==> config.mk <==
export PLATFORM = sky130hd
export DESIGN_NAME = i2c_master_word_transfer_unit_flat
export DESIGN_NICKNAME = d
export VERILOG_FILES = /design/src/sv/i2cmw_pkg.sv /design/src/sv/i2cmw_if.sv /design/src/sv/i2cmw_cfg.sv /design/src/sv/i2cmw_core.sv /design/src/sv/i2c_master_word_transfer_unit.sv /design/src/flat_wrapper.sv
export SDC_FILE = /design/constraint.sdc
export NUM_CORES = 1
export LEC_CHECK = 0
export ABC_AREA = 1
export BUFFER_PORTS_ARGS = -buffer_cell sky130_fd_sc_hd__clkbuf_2
export CORE_MARGIN = 2
export CORE_UTILIZATION = 50
export CTS_CLUSTER_SIZE = 10
export DETAILED_ROUTE_END_ITERATION = 8
export GPL_TIMING_DRIVEN = 0
export PLACE_DENSITY = 0.76
export REMOVE_ABC_BUFFERS = 1
export SLEW_MARGIN = 40
export SYNTH_ARGS = -nofsm -noshare
export SYNTH_HDL_FRONTEND = slang
export SYNTH_HIERARCHICAL = 1
export SYNTH_SLANG_ARGS = --single-unit
==> constraint.sdc <==
create_clock -name clk -period 6.6 [get_ports clk]
set_input_delay 0.33 -clock clk [delete_from_list [all_inputs] [get_ports clk]]
set_output_delay 0.33 -clock clk [all_outputs]
set_load 0.05 [all_outputs]
==> src/sv/i2cmw_pkg.sv <==
package i2cmw_pkg;

	localparam logic [1:0] KIND_TICK  = 2'd0;
	localparam logic [1:0] KIND_WRITE = 2'd1;
	localparam logic [1:0] KIND_READ  = 2'd2;

	localparam logic REG_DEVICE_ADDRESS = 1'b0;
	localparam logic REG_ACK_TIMEOUT    = 1'b1;

	localparam logic [6:0] DEVICE_ADDRESS_RESET = 7'd42;
	localparam logic [9:0] ACK_TIMEOUT_RESET    = 10'd250;

	localparam logic [2:0] BYTE_HIGH = 3'd3;
	localparam logic [2:0] BYTE_LOW  = 3'd4;
	localparam logic [3:0] BITS_PER_BYTE = 4'd8;

	typedef enum logic [3:0] {
		PH_IDLE      = 4'd0,
		PH_START_LOW = 4'd1,
		PH_TX_LOW    = 4'd2,
		PH_TX_HIGH   = 4'd3,
		PH_ACK_LOW   = 4'd4,
		PH_ACK_HIGH  = 4'd5,
		PH_RS_LOW    = 4'd6,
		PH_RS_HIGH   = 4'd7,
		PH_RS_START  = 4'd8,
		PH_RX_LOW    = 4'd9,
		PH_RX_HIGH   = 4'd10,
		PH_MACK_LOW  = 4'd11,
		PH_MACK_HIGH = 4'd12,
		PH_STOP_LOW  = 4'd13,
		PH_STOP_HIGH = 4'd14,
		PH_STOP_END  = 4'd15
	} phase_t;

	typedef struct packed {
		logic [1:0]  kind;
		logic [7:0]  register_address;
		logic [15:0] write_data;
		logic        sda_in;
	} item_t;

	typedef struct packed {
		logic        scl;
		logic        sda_out;
		logic        busy_res;
		logic        done_res;
		logic        ok;
		logic [15:0] read_data;
	} result_t;

	typedef struct packed {
		logic [6:0] device_address;
		logic [9:0] ack_timeout;
	} cfg_t;

endpackage

==> src/sv/i2cmw_if.sv <==
interface i2cmw_item_if;
	logic        valid;
	logic        ready;
	logic [1:0]  kind;
	logic [7:0]  register_address;
	logic [15:0] write_data;
	logic        sda_in;

	modport source (output valid, kind, register_address, write_data, sda_in, input ready);
	modport sink (input valid, kind, register_address, write_data, sda_in, output ready);
endinterface

interface i2cmw_result_if;
	logic        valid;
	logic        ready;
	logic        scl;
	logic        sda_out;
	logic        busy_res;
	logic        done_res;
	logic        ok;
	logic [15:0] read_data;

	modport source (output valid, scl, sda_out, busy_res, done_res, ok, read_data, input ready);
	modport sink (input valid, scl, sda_out, busy_res, done_res, ok, read_data, output ready);
endinterface

interface i2cmw_cfg_if;
	logic       valid;
	logic       ready;
	logic       index;
	logic [9:0] data;

	modport source (output valid, index, data, input ready);
	modport sink (input valid, index, data, output ready);
endinterface

==> src/sv/i2cmw_cfg.sv <==
module i2cmw_cfg (
	input  logic                clk,
	input  logic                arst_n,
	i2cmw_cfg_if.sink           cfg_ch,
	output i2cmw_pkg::cfg_t     cfg
);

	logic [6:0] device_address_q;
	logic [9:0] ack_timeout_q;

	assign cfg_ch.ready = 1'b1;

	always_ff @(posedge clk or negedge arst_n) begin
		if (!arst_n) begin
			device_address_q <= i2cmw_pkg::DEVICE_ADDRESS_RESET;
			ack_timeout_q    <= i2cmw_pkg::ACK_TIMEOUT_RESET;
		end else if (cfg_ch.valid) begin
			case (cfg_ch.index)
				i2cmw_pkg::REG_DEVICE_ADDRESS: device_address_q <= cfg_ch.data[6:0];
				i2cmw_pkg::REG_ACK_TIMEOUT:    ack_timeout_q    <= cfg_ch.data;
				default: ;
			endcase
		end
	end

	assign cfg.device_address = device_address_q;
	assign cfg.ack_timeout    = ack_timeout_q;

endmodule

==> src/sv/i2cmw_core.sv <==
module i2cmw_core (
	input  logic                 clk,
	input  logic                 arst_n,
	input  logic                 step,
	input  i2cmw_pkg::item_t     item,
	input  i2cmw_pkg::cfg_t      cfg,
	output i2cmw_pkg::result_t   res
);

	i2cmw_pkg::phase_t phase_q, phase_d;
	logic [3:0]  bit_count_q, bit_count_d;
	logic [7:0]  shift_q, shift_d;
	logic [2:0]  byte_index_q, byte_index_d;
	logic        is_read_q, is_read_d;
	logic [15:0] word_q, word_d;
	logic [9:0]  wait_q, wait_d;
	logic        status_ok_q, status_ok_d;
	logic [7:0]  reg_latch_q, reg_latch_d;

	logic        scl, sda, busy, done;
	logic [3:0]  bc_inc;
	logic [2:0]  bi_inc;
	logic [7:0]  rx_shift;
	logic [10:0] wait_inc;

	always_ff @(posedge clk or negedge arst_n) begin
		if (!arst_n) begin
			phase_q      <= i2cmw_pkg::PH_IDLE;
			bit_count_q  <= '0;
			shift_q      <= '0;
			byte_index_q <= '0;
			is_read_q    <= 1'b0;
			word_q       <= '0;
			wait_q       <= '0;
			status_ok_q  <= 1'b0;
			reg_latch_q  <= '0;
		end else if (step) begin
			phase_q      <= phase_d;
			bit_count_q  <= bit_count_d;
			shift_q      <= shift_d;
			byte_index_q <= byte_index_d;
			is_read_q    <= is_read_d;
			word_q       <= word_d;
			wait_q       <= wait_d;
			status_ok_q  <= status_ok_d;
			reg_latch_q  <= reg_latch_d;
		end
	end

	assign bc_inc   = bit_count_q + 4'd1;
	assign bi_inc   = byte_index_q + 3'd1;
	assign rx_shift = {shift_q[6:0], item.sda_in};
	assign wait_inc = {1'b0, wait_q} + 11'd1;

	always_comb begin
		phase_d      = phase_q;
		bit_count_d  = bit_count_q;
		shift_d      = shift_q;
		byte_index_d = byte_index_q;
		is_read_d    = is_read_q;
		word_d       = word_q;
		wait_d       = wait_q;
		status_ok_d  = status_ok_q;
		reg_latch_d  = reg_latch_q;
		scl  = 1'b1;
		sda  = 1'b1;
		busy = 1'b1;
		done = 1'b0;
		case (phase_q)
			i2cmw_pkg::PH_IDLE: begin
				if (item.kind == i2cmw_pkg::KIND_WRITE || item.kind == i2cmw_pkg::KIND_READ) begin
					is_read_d    = (item.kind == i2cmw_pkg::KIND_READ);
					word_d       = (item.kind == i2cmw_pkg::KIND_WRITE) ? item.write_data : 16'd0;
					reg_latch_d  = item.register_address;
					status_ok_d  = 1'b1;
					byte_index_d = '0;
					wait_d       = '0;
					shift_d      = {cfg.device_address, 1'b0};
					sda          = 1'b0;
					phase_d      = i2cmw_pkg::PH_START_LOW;
				end else begin
					busy = 1'b0;
				end
			end
			i2cmw_pkg::PH_START_LOW: begin
				scl         = 1'b0;
				sda         = 1'b0;
				bit_count_d = '0;
				phase_d     = i2cmw_pkg::PH_TX_LOW;
			end
			i2cmw_pkg::PH_TX_LOW: begin
				scl     = 1'b0;
				sda     = shift_q[7];
				phase_d = i2cmw_pkg::PH_TX_HIGH;
			end
			i2cmw_pkg::PH_TX_HIGH: begin
				sda         = shift_q[7];
				shift_d     = {shift_q[6:0], 1'b0};
				bit_count_d = bc_inc;
				if (bc_inc >= i2cmw_pkg::BITS_PER_BYTE) begin
					wait_d  = '0;
					phase_d = i2cmw_pkg::PH_ACK_LOW;
				end else begin
					phase_d = i2cmw_pkg::PH_TX_LOW;
				end
			end
			i2cmw_pkg::PH_ACK_LOW: begin
				scl     = 1'b0;
				phase_d = i2cmw_pkg::PH_ACK_HIGH;
			end
			i2cmw_pkg::PH_ACK_HIGH: begin
				if (!item.sda_in) begin
					byte_index_d = bi_inc;
					if (bi_inc == 3'd1) begin
						shift_d     = reg_latch_q;
						bit_count_d = '0;
						phase_d     = i2cmw_pkg::PH_TX_LOW;
					end else if (is_read_q) begin
						if (bi_inc == 3'd2) begin
							phase_d = i2cmw_pkg::PH_RS_LOW;
						end else begin
							shift_d     = '0;
							bit_count_d = '0;
							phase_d     = i2cmw_pkg::PH_RX_LOW;
						end
					end else if (bi_inc == 3'd2) begin
						shift_d     = word_q[15:8];
						bit_count_d = '0;
						phase_d     = i2cmw_pkg::PH_TX_LOW;
					end else if (bi_inc == 3'd3) begin
						shift_d     = word_q[7:0];
						bit_count_d = '0;
						phase_d     = i2cmw_pkg::PH_TX_LOW;
					end else begin
						phase_d = i2cmw_pkg::PH_STOP_LOW;
					end
				end else if (wait_inc >= {1'b0, cfg.ack_timeout}) begin
					status_ok_d = 1'b0;
					phase_d     = i2cmw_pkg::PH_STOP_LOW;
				end else begin
					wait_d = wait_inc[9:0];
				end
			end
			i2cmw_pkg::PH_RS_LOW: begin
				scl     = 1'b0;
				phase_d = i2cmw_pkg::PH_RS_HIGH;
			end
			i2cmw_pkg::PH_RS_HIGH: begin
				phase_d = i2cmw_pkg::PH_RS_START;
			end
			i2cmw_pkg::PH_RS_START: begin
				sda     = 1'b0;
				shift_d = {cfg.device_address, 1'b1};
				phase_d = i2cmw_pkg::PH_START_LOW;
			end
			i2cmw_pkg::PH_RX_LOW: begin
				scl     = 1'b0;
				phase_d = i2cmw_pkg::PH_RX_HIGH;
			end
			i2cmw_pkg::PH_RX_HIGH: begin
				shift_d     = rx_shift;
				bit_count_d = bc_inc;
				if (bc_inc >= i2cmw_pkg::BITS_PER_BYTE) begin
					if (byte_index_q == i2cmw_pkg::BYTE_HIGH) begin
						word_d = {rx_shift, 8'h00};
					end else begin
						word_d = {word_q[15:8], rx_shift};
					end
					phase_d = i2cmw_pkg::PH_MACK_LOW;
				end else begin
					phase_d = i2cmw_pkg::PH_RX_LOW;
				end
			end
			i2cmw_pkg::PH_MACK_LOW: begin
				scl     = 1'b0;
				sda     = (byte_index_q != i2cmw_pkg::BYTE_HIGH);
				phase_d = i2cmw_pkg::PH_MACK_HIGH;
			end
			i2cmw_pkg::PH_MACK_HIGH: begin
				sda = (byte_index_q != i2cmw_pkg::BYTE_HIGH);
				if (byte_index_q == i2cmw_pkg::BYTE_HIGH) begin
					byte_index_d = i2cmw_pkg::BYTE_LOW;
					shift_d      = '0;
					bit_count_d  = '0;
					phase_d      = i2cmw_pkg::PH_RX_LOW;
				end else begin
					phase_d = i2cmw_pkg::PH_STOP_LOW;
				end
			end
			i2cmw_pkg::PH_STOP_LOW: begin
				scl     = 1'b0;
				sda     = 1'b0;
				phase_d = i2cmw_pkg::PH_STOP_HIGH;
			end
			i2cmw_pkg::PH_STOP_HIGH: begin
				sda     = 1'b0;
				phase_d = i2cmw_pkg::PH_STOP_END;
			end
			i2cmw_pkg::PH_STOP_END: begin
				busy    = 1'b0;
				done    = 1'b1;
				phase_d = i2cmw_pkg::PH_IDLE;
			end
			default: begin
				busy    = 1'b0;
				phase_d = i2cmw_pkg::PH_IDLE;
			end
		endcase
	end

	assign res.scl       = scl;
	assign res.sda_out   = sda;
	assign res.busy_res  = busy;
	assign res.done_res  = done;
	assign res.ok        = !busy && status_ok_d;
	assign res.read_data = (!busy && is_read_d && status_ok_d) ? word_d : 16'd0;

endmodule

==> src/sv/i2c_master_word_transfer_unit.sv <==
// I2C word read/write master, data high byte first, driven one bus tick at a time: every
// accepted item is one half-bit period and yields exactly one result with the SCL/SDA levels
// and status for that tick. One item is taken per clock while the result side is not
// stalled; a result is presented once its item has landed in the input register and the
// sequencer step has then loaded the result register, and the sequencer state register
// advances once per step. Configuration writes are registered and are always ready.
module i2c_master_word_transfer_unit (
	input  logic            clk,
	input  logic            arst_n,
	i2cmw_item_if.sink      in_ch,
	i2cmw_result_if.source  out_ch,
	i2cmw_cfg_if.sink       cfg_ch
);

	i2cmw_pkg::item_t   item_s1;
	logic               valid_s1;
	i2cmw_pkg::result_t res_s2;
	logic               valid_s2;
	i2cmw_pkg::result_t core_res;
	i2cmw_pkg::cfg_t    cfg;
	logic               adv;
	logic               take;

	assign adv         = valid_s1 && (!valid_s2 || out_ch.ready);
	assign in_ch.ready = !valid_s1 || adv;
	assign take        = in_ch.valid && in_ch.ready;

	always_ff @(posedge clk or negedge arst_n) begin
		if (!arst_n) begin
			valid_s1 <= 1'b0;
			valid_s2 <= 1'b0;
		end else begin
			if (take) begin
				valid_s1 <= 1'b1;
			end else if (adv) begin
				valid_s1 <= 1'b0;
			end
			if (adv) begin
				valid_s2 <= 1'b1;
			end else if (out_ch.ready) begin
				valid_s2 <= 1'b0;
			end
		end
	end

	always_ff @(posedge clk) begin
		if (take) begin
			item_s1.kind             <= in_ch.kind;
			item_s1.register_address <= in_ch.register_address;
			item_s1.write_data       <= in_ch.write_data;
			item_s1.sda_in           <= in_ch.sda_in;
		end
		if (adv) begin
			res_s2 <= core_res;
		end
	end

	i2cmw_cfg u_cfg (
		.clk    (clk),
		.arst_n (arst_n),
		.cfg_ch (cfg_ch),
		.cfg    (cfg)
	);

	i2cmw_core u_core (
		.clk    (clk),
		.arst_n (arst_n),
		.step   (adv),
		.item   (item_s1),
		.cfg    (cfg),
		.res    (core_res)
	);

	assign out_ch.valid     = valid_s2;
	assign out_ch.scl       = res_s2.scl;
	assign out_ch.sda_out   = res_s2.sda_out;
	assign out_ch.busy_res  = res_s2.busy_res;
	assign out_ch.done_res  = res_s2.done_res;
	assign out_ch.ok        = res_s2.ok;
	assign out_ch.read_data = res_s2.read_data;

endmodule

==> src/flat_wrapper.sv <==
// flat-port wrapper written by rule: the top's interface ports become plain ports
module i2c_master_word_transfer_unit_flat 
  (clk, arst_n, in_ch_valid, in_ch_kind, in_ch_register_address, in_ch_write_data, in_ch_sda_in, in_ch_ready, out_ch_valid, out_ch_scl, out_ch_sda_out, out_ch_busy_res, out_ch_done_res, out_ch_ok, out_ch_read_data, out_ch_ready, cfg_ch_valid, cfg_ch_index, cfg_ch_data, cfg_ch_ready);
  i2cmw_item_if in_ch_i ();
  i2cmw_result_if out_ch_i ();
  i2cmw_cfg_if cfg_ch_i ();
  input  logic clk;
  input  logic arst_n;
  input wire logic [$bits(in_ch_i.valid)-1:0] in_ch_valid;
  input wire logic [$bits(in_ch_i.kind)-1:0] in_ch_kind;
  input wire logic [$bits(in_ch_i.register_address)-1:0] in_ch_register_address;
  input wire logic [$bits(in_ch_i.write_data)-1:0] in_ch_write_data;
  input wire logic [$bits(in_ch_i.sda_in)-1:0] in_ch_sda_in;
  output wire logic [$bits(in_ch_i.ready)-1:0] in_ch_ready;
  output wire logic [$bits(out_ch_i.valid)-1:0] out_ch_valid;
  output wire logic [$bits(out_ch_i.scl)-1:0] out_ch_scl;
  output wire logic [$bits(out_ch_i.sda_out)-1:0] out_ch_sda_out;
  output wire logic [$bits(out_ch_i.busy_res)-1:0] out_ch_busy_res;
  output wire logic [$bits(out_ch_i.done_res)-1:0] out_ch_done_res;
  output wire logic [$bits(out_ch_i.ok)-1:0] out_ch_ok;
  output wire logic [$bits(out_ch_i.read_data)-1:0] out_ch_read_data;
  input wire logic [$bits(out_ch_i.ready)-1:0] out_ch_ready;
  input wire logic [$bits(cfg_ch_i.valid)-1:0] cfg_ch_valid;
  input wire logic [$bits(cfg_ch_i.index)-1:0] cfg_ch_index;
  input wire logic [$bits(cfg_ch_i.data)-1:0] cfg_ch_data;
  output wire logic [$bits(cfg_ch_i.ready)-1:0] cfg_ch_ready;
  assign in_ch_i.valid = in_ch_valid;
  assign in_ch_i.kind = in_ch_kind;
  assign in_ch_i.register_address = in_ch_register_address;
  assign in_ch_i.write_data = in_ch_write_data;
  assign in_ch_i.sda_in = in_ch_sda_in;
  assign in_ch_ready = in_ch_i.ready;
  assign out_ch_valid = out_ch_i.valid;
  assign out_ch_scl = out_ch_i.scl;
  assign out_ch_sda_out = out_ch_i.sda_out;
  assign out_ch_busy_res = out_ch_i.busy_res;
  assign out_ch_done_res = out_ch_i.done_res;
  assign out_ch_ok = out_ch_i.ok;
  assign out_ch_read_data = out_ch_i.read_data;
  assign out_ch_i.ready = out_ch_ready;
  assign cfg_ch_i.valid = cfg_ch_valid;
  assign cfg_ch_i.index = cfg_ch_index;
  assign cfg_ch_i.data = cfg_ch_data;
  assign cfg_ch_ready = cfg_ch_i.ready;
  i2c_master_word_transfer_unit u_core (.clk(clk), .arst_n(arst_n), .in_ch(in_ch_i), .out_ch(out_ch_i), .cfg_ch(cfg_ch_i));
endmodule
==> reports/metrics.yaml <==
outcome:
  outcome: "completed"
routing:
  dr_wl_met2_mm: 6.92
  drt-total-wl_mm: 14.2
  via_per_inst: 5.20
  drcViolationCount: 0
  first_iter_violations: 438
  vias: 5279
  wirelength_met1_mm: 5.98
  wl_met3_um: 917
  ant_nets: 0
  drtPass1Iterations: 5
  dr.max_layer_used: "met4"
  wl_per_cell_um: 13.9
synth:
  postSynthAreaPerCell_um2: 8.44
  synth.distinct_cells: 37
  ys_seq_elements: 122
  ys_warn_count: 6
  synth_top_area_share: 0.252
  yosys-top-cells-area: "dfrtp_1, edfxtp_1, nand2_1"
  yosysSeqAreaShare: 0.511
  yosysTopAreaCell: "dfrtp_1"
  synthCells: 766
  syn_area_mm2: 0.00646
grt:
  antenna_found_initial: 0
  track_usage: 0.214
  grt_pass1_wl_mm: 23.6
  grt_pass1_vias: 5043
  grt_max_degree: 66
  grt.overflow.total: 0
min_path:
  hold_path.class: "input port to register"
  worstHoldStart: "in_ch_write_data[12]"
die:
  ios: 67
  rows: 41
  start_util: 0.512
  die_area_mm2: 0.0138
  core_area_mm2: 0.0126
  die_y_um: 118
  die_w_um: 118
timing:
  grt_setup_unrepaired: "false"
  hold_violations: 0
  max_freq_mhz: 320
  finalCriticalPeriod_ns: 3.13
  worstMarginPinSlew_ns: 0.765
  slew_headroom: 0.489
  fin_crit_sh: 0.474
  final_max_slew_viol_count: 0
  fin_worst_skew_ns: 0.00735
  setup_viol: 0
  tns_ns: 0
setup_path:
  path_common_cell: "nand2_1"
  cp_num_buf_inv: 2
  crit_arrival_ns: 3.37
  cp_top_family: "simple AND/OR/NAND/NOR gates"
  crit_path_max_incr_delay_ns: 0.49
  crit_start: "u_core/u_core/wait_q[0]"
  path_class: "register to register"
  slowest_stage: "dfrtp_1"
  cp_max_fo: 16
  cp.required_ns: 6.84
  endpoint_kind: "register"
  cp_cell_sequence: "ha_1, nand2_1, nor2_1, nand3_1, xor2_1, inv_1, ha_1, nand2_1, inv_1, a21oi_1, nand2_1, nand2_1, nand2_1, nand2_1, nand3_4, nor2_1"
  r2r-start: "u_core/u_core/wait_q[0]"
  start_kind: "register"
power_and_ir_drop:
  p_leak_nw: 3.60
  p_per_area_mw_per_mm2: 335
  power.total_w: 0.00251
  ir_drop_mv: 0.216
clock_tree:
  post_cts_buffers: 0
  cts_hold_buf: 1
  htreeDepth: 4
  cts_buffer_depth: 2
  cts.repair.resized: 0
  cts_tree: "done"
  cts-buffers-inserted: 17
  clkLatencyLatePin_ns: 0.42
  cts_root_buf: "clkbuf_16"
  clk_pin_slew_ns: 0.05
  clkSinkCount: 122
job:
  maxCapViolations: 0
placement:
  port-buffer-count: 65
  dp_hpwl_mm: 9.65
  gp_congestion: 0.870
cells_and_area:
  layout.nets: 892
  layout-drive-gt1-share: 0.204
  syn2layout_area_growth_pct: 16.0
  diodes: 0
-- report_power, final --
part           internal, W  switching, W  total (W)  leakage [nW]
logic             0.000193      0.000420   0.000613          1.92
clock network     0.000546      0.000329   0.000875         0.272
registers         0.000928     0.0000967    0.00102          1.41
total              0.00167      0.000846    0.00251          3.60
-- layout make-up --
class	instances	area, um2
timing repair buffer	69	402
inverter	81	304
tap	172	215
fill	1097	5120
multi-input combinational	539	2710
clock buffer	22	474
sequential	122	3300
clock inverter	10	93.8
-- cells in the final DEF (no fill, tap or decap), types with 3 or more instances in the layout --
cell	instances
inv_1	68
o211ai_1	7
clkinvlp_4	3
nor2_1	52
clkbuf_8	4
clkinv_2	3
ha_1	19
nand2_4	4
mux2_2	5
clkbuf_16	17
and3_1	3
a21oi_1	18
clkbuf_2	64
nand2_2	12
nand2_1	263
nor2_4	4
nor3_1	7
nor2_2	15
nand3_1	61
nand4_1	7
dfrtp_1	65
inv_2	13
dfstp_2	9
o21ai_0	43
edfxtp_1	48
-- Yosys cell counts, drive strengths merged --
| master | number |
|---|---|
| conb | 1 |
| nand4 | 8 |
| clkbuf | 8 |
| xor2 | 2 |
| dfstp | 9 |
| a21oi | 20 |
| mux2 | 5 |
| nor2 | 73 |
| o21a | 1 |
| o21ai | 47 |
| nor3 | 7 |
| o211ai | 7 |
| nand3 | 64 |
| nand2 | 279 |
| inv | 81 |
| dfrtp | 65 |
| and3 | 3 |
| or2 | 2 |
| ha | 19 |
| o211a | 1 |
| edfxtp | 48 |
| buf | 16 |
-- flip-flops by register name, indices dropped and copies added (netlist names), 3 cells and up --
signal,flops
u_core/u_core/phase_q,4
u_core/u_cfg/device_address_q,7
u_core/u_core/wait_q,10
u_core/u_core/bit_count_q,4
u_core/out_ch.read_data,16
u_core/u_cfg/ack_timeout_q,10
u_core/item_s1,27
u_core/u_core/word_q,16
u_core/u_core/reg_latch_q,8
u_core/u_core/shift_q,8
u_core/u_core/byte_index_q,3
-- routing by layer --
| metal | track usage | vias up |
|---|---|---|
| li1 | - | 2602 |
| met1 | 0.266 | 2461 |
| met2 | 0.355 | 184 |
| met3 | 0.0499 | 32 |
| met4 | 0.0971 | 0 |
| met5 | 0 | - |
-- cell families (layout without fill, tap and decap cells) --
| family | after synthesis | in the layout | share of synthesized area |
|---|---|---|---|
| other | 1 | 1 | 0.000580 |
| buffers and inverters | 105 | 182 | 0.0722 |
| AO/OA/AOI/OAI | 76 | 76 | 0.0656 |
| adder cells (fa/ha/maj) | 19 | 19 | 0.0368 |
| multiplexers | 5 | 5 | 0.00871 |
| XOR/XNOR | 2 | 2 | 0.00271 |
| AND/OR/NAND/NOR | 436 | 436 | 0.302 |
| flip-flops | 122 | 122 | 0.511 |
-- final timing paths --
| check | depth (start not counted) | endpoint | slack [ns] |
|---|---|---|---|
| max | 16 | u_core/out_ch.read_data[15] | 3.47 |
| min | 1 | u_core/item_s1[13] | 0.08 |
| max reg2reg | 16 | u_core/out_ch.read_data[15] | 3.47 |
| min reg2reg | 2 | u_core/u_cfg/ack_timeout_q[7] | 0.46 |
| max in group asynchronous | 3 | u_core/u_cfg/device_address_q[1] | 5.74 |
| min in group asynchronous | 2 | u_core/u_core/wait_q[6] | 0.30 |
-- metrics by stage --
stage	utilization	setup WS, ns	instance area, um2	hold WS (ns)	cells
global placement	0.542	1.89	6840	0.451	979
finish	0.594	3.47	7500	0.0818	1015
global route	0.594	3.20	7500	0.0739	1015
floorplan	-	3.19	6300	0.0344	742
detailed placement	0.548	3.60	6920	0.176	982
CTS	0.594	3.52	7500	0.0670	1015
Power figures use the tool's default switching activity.
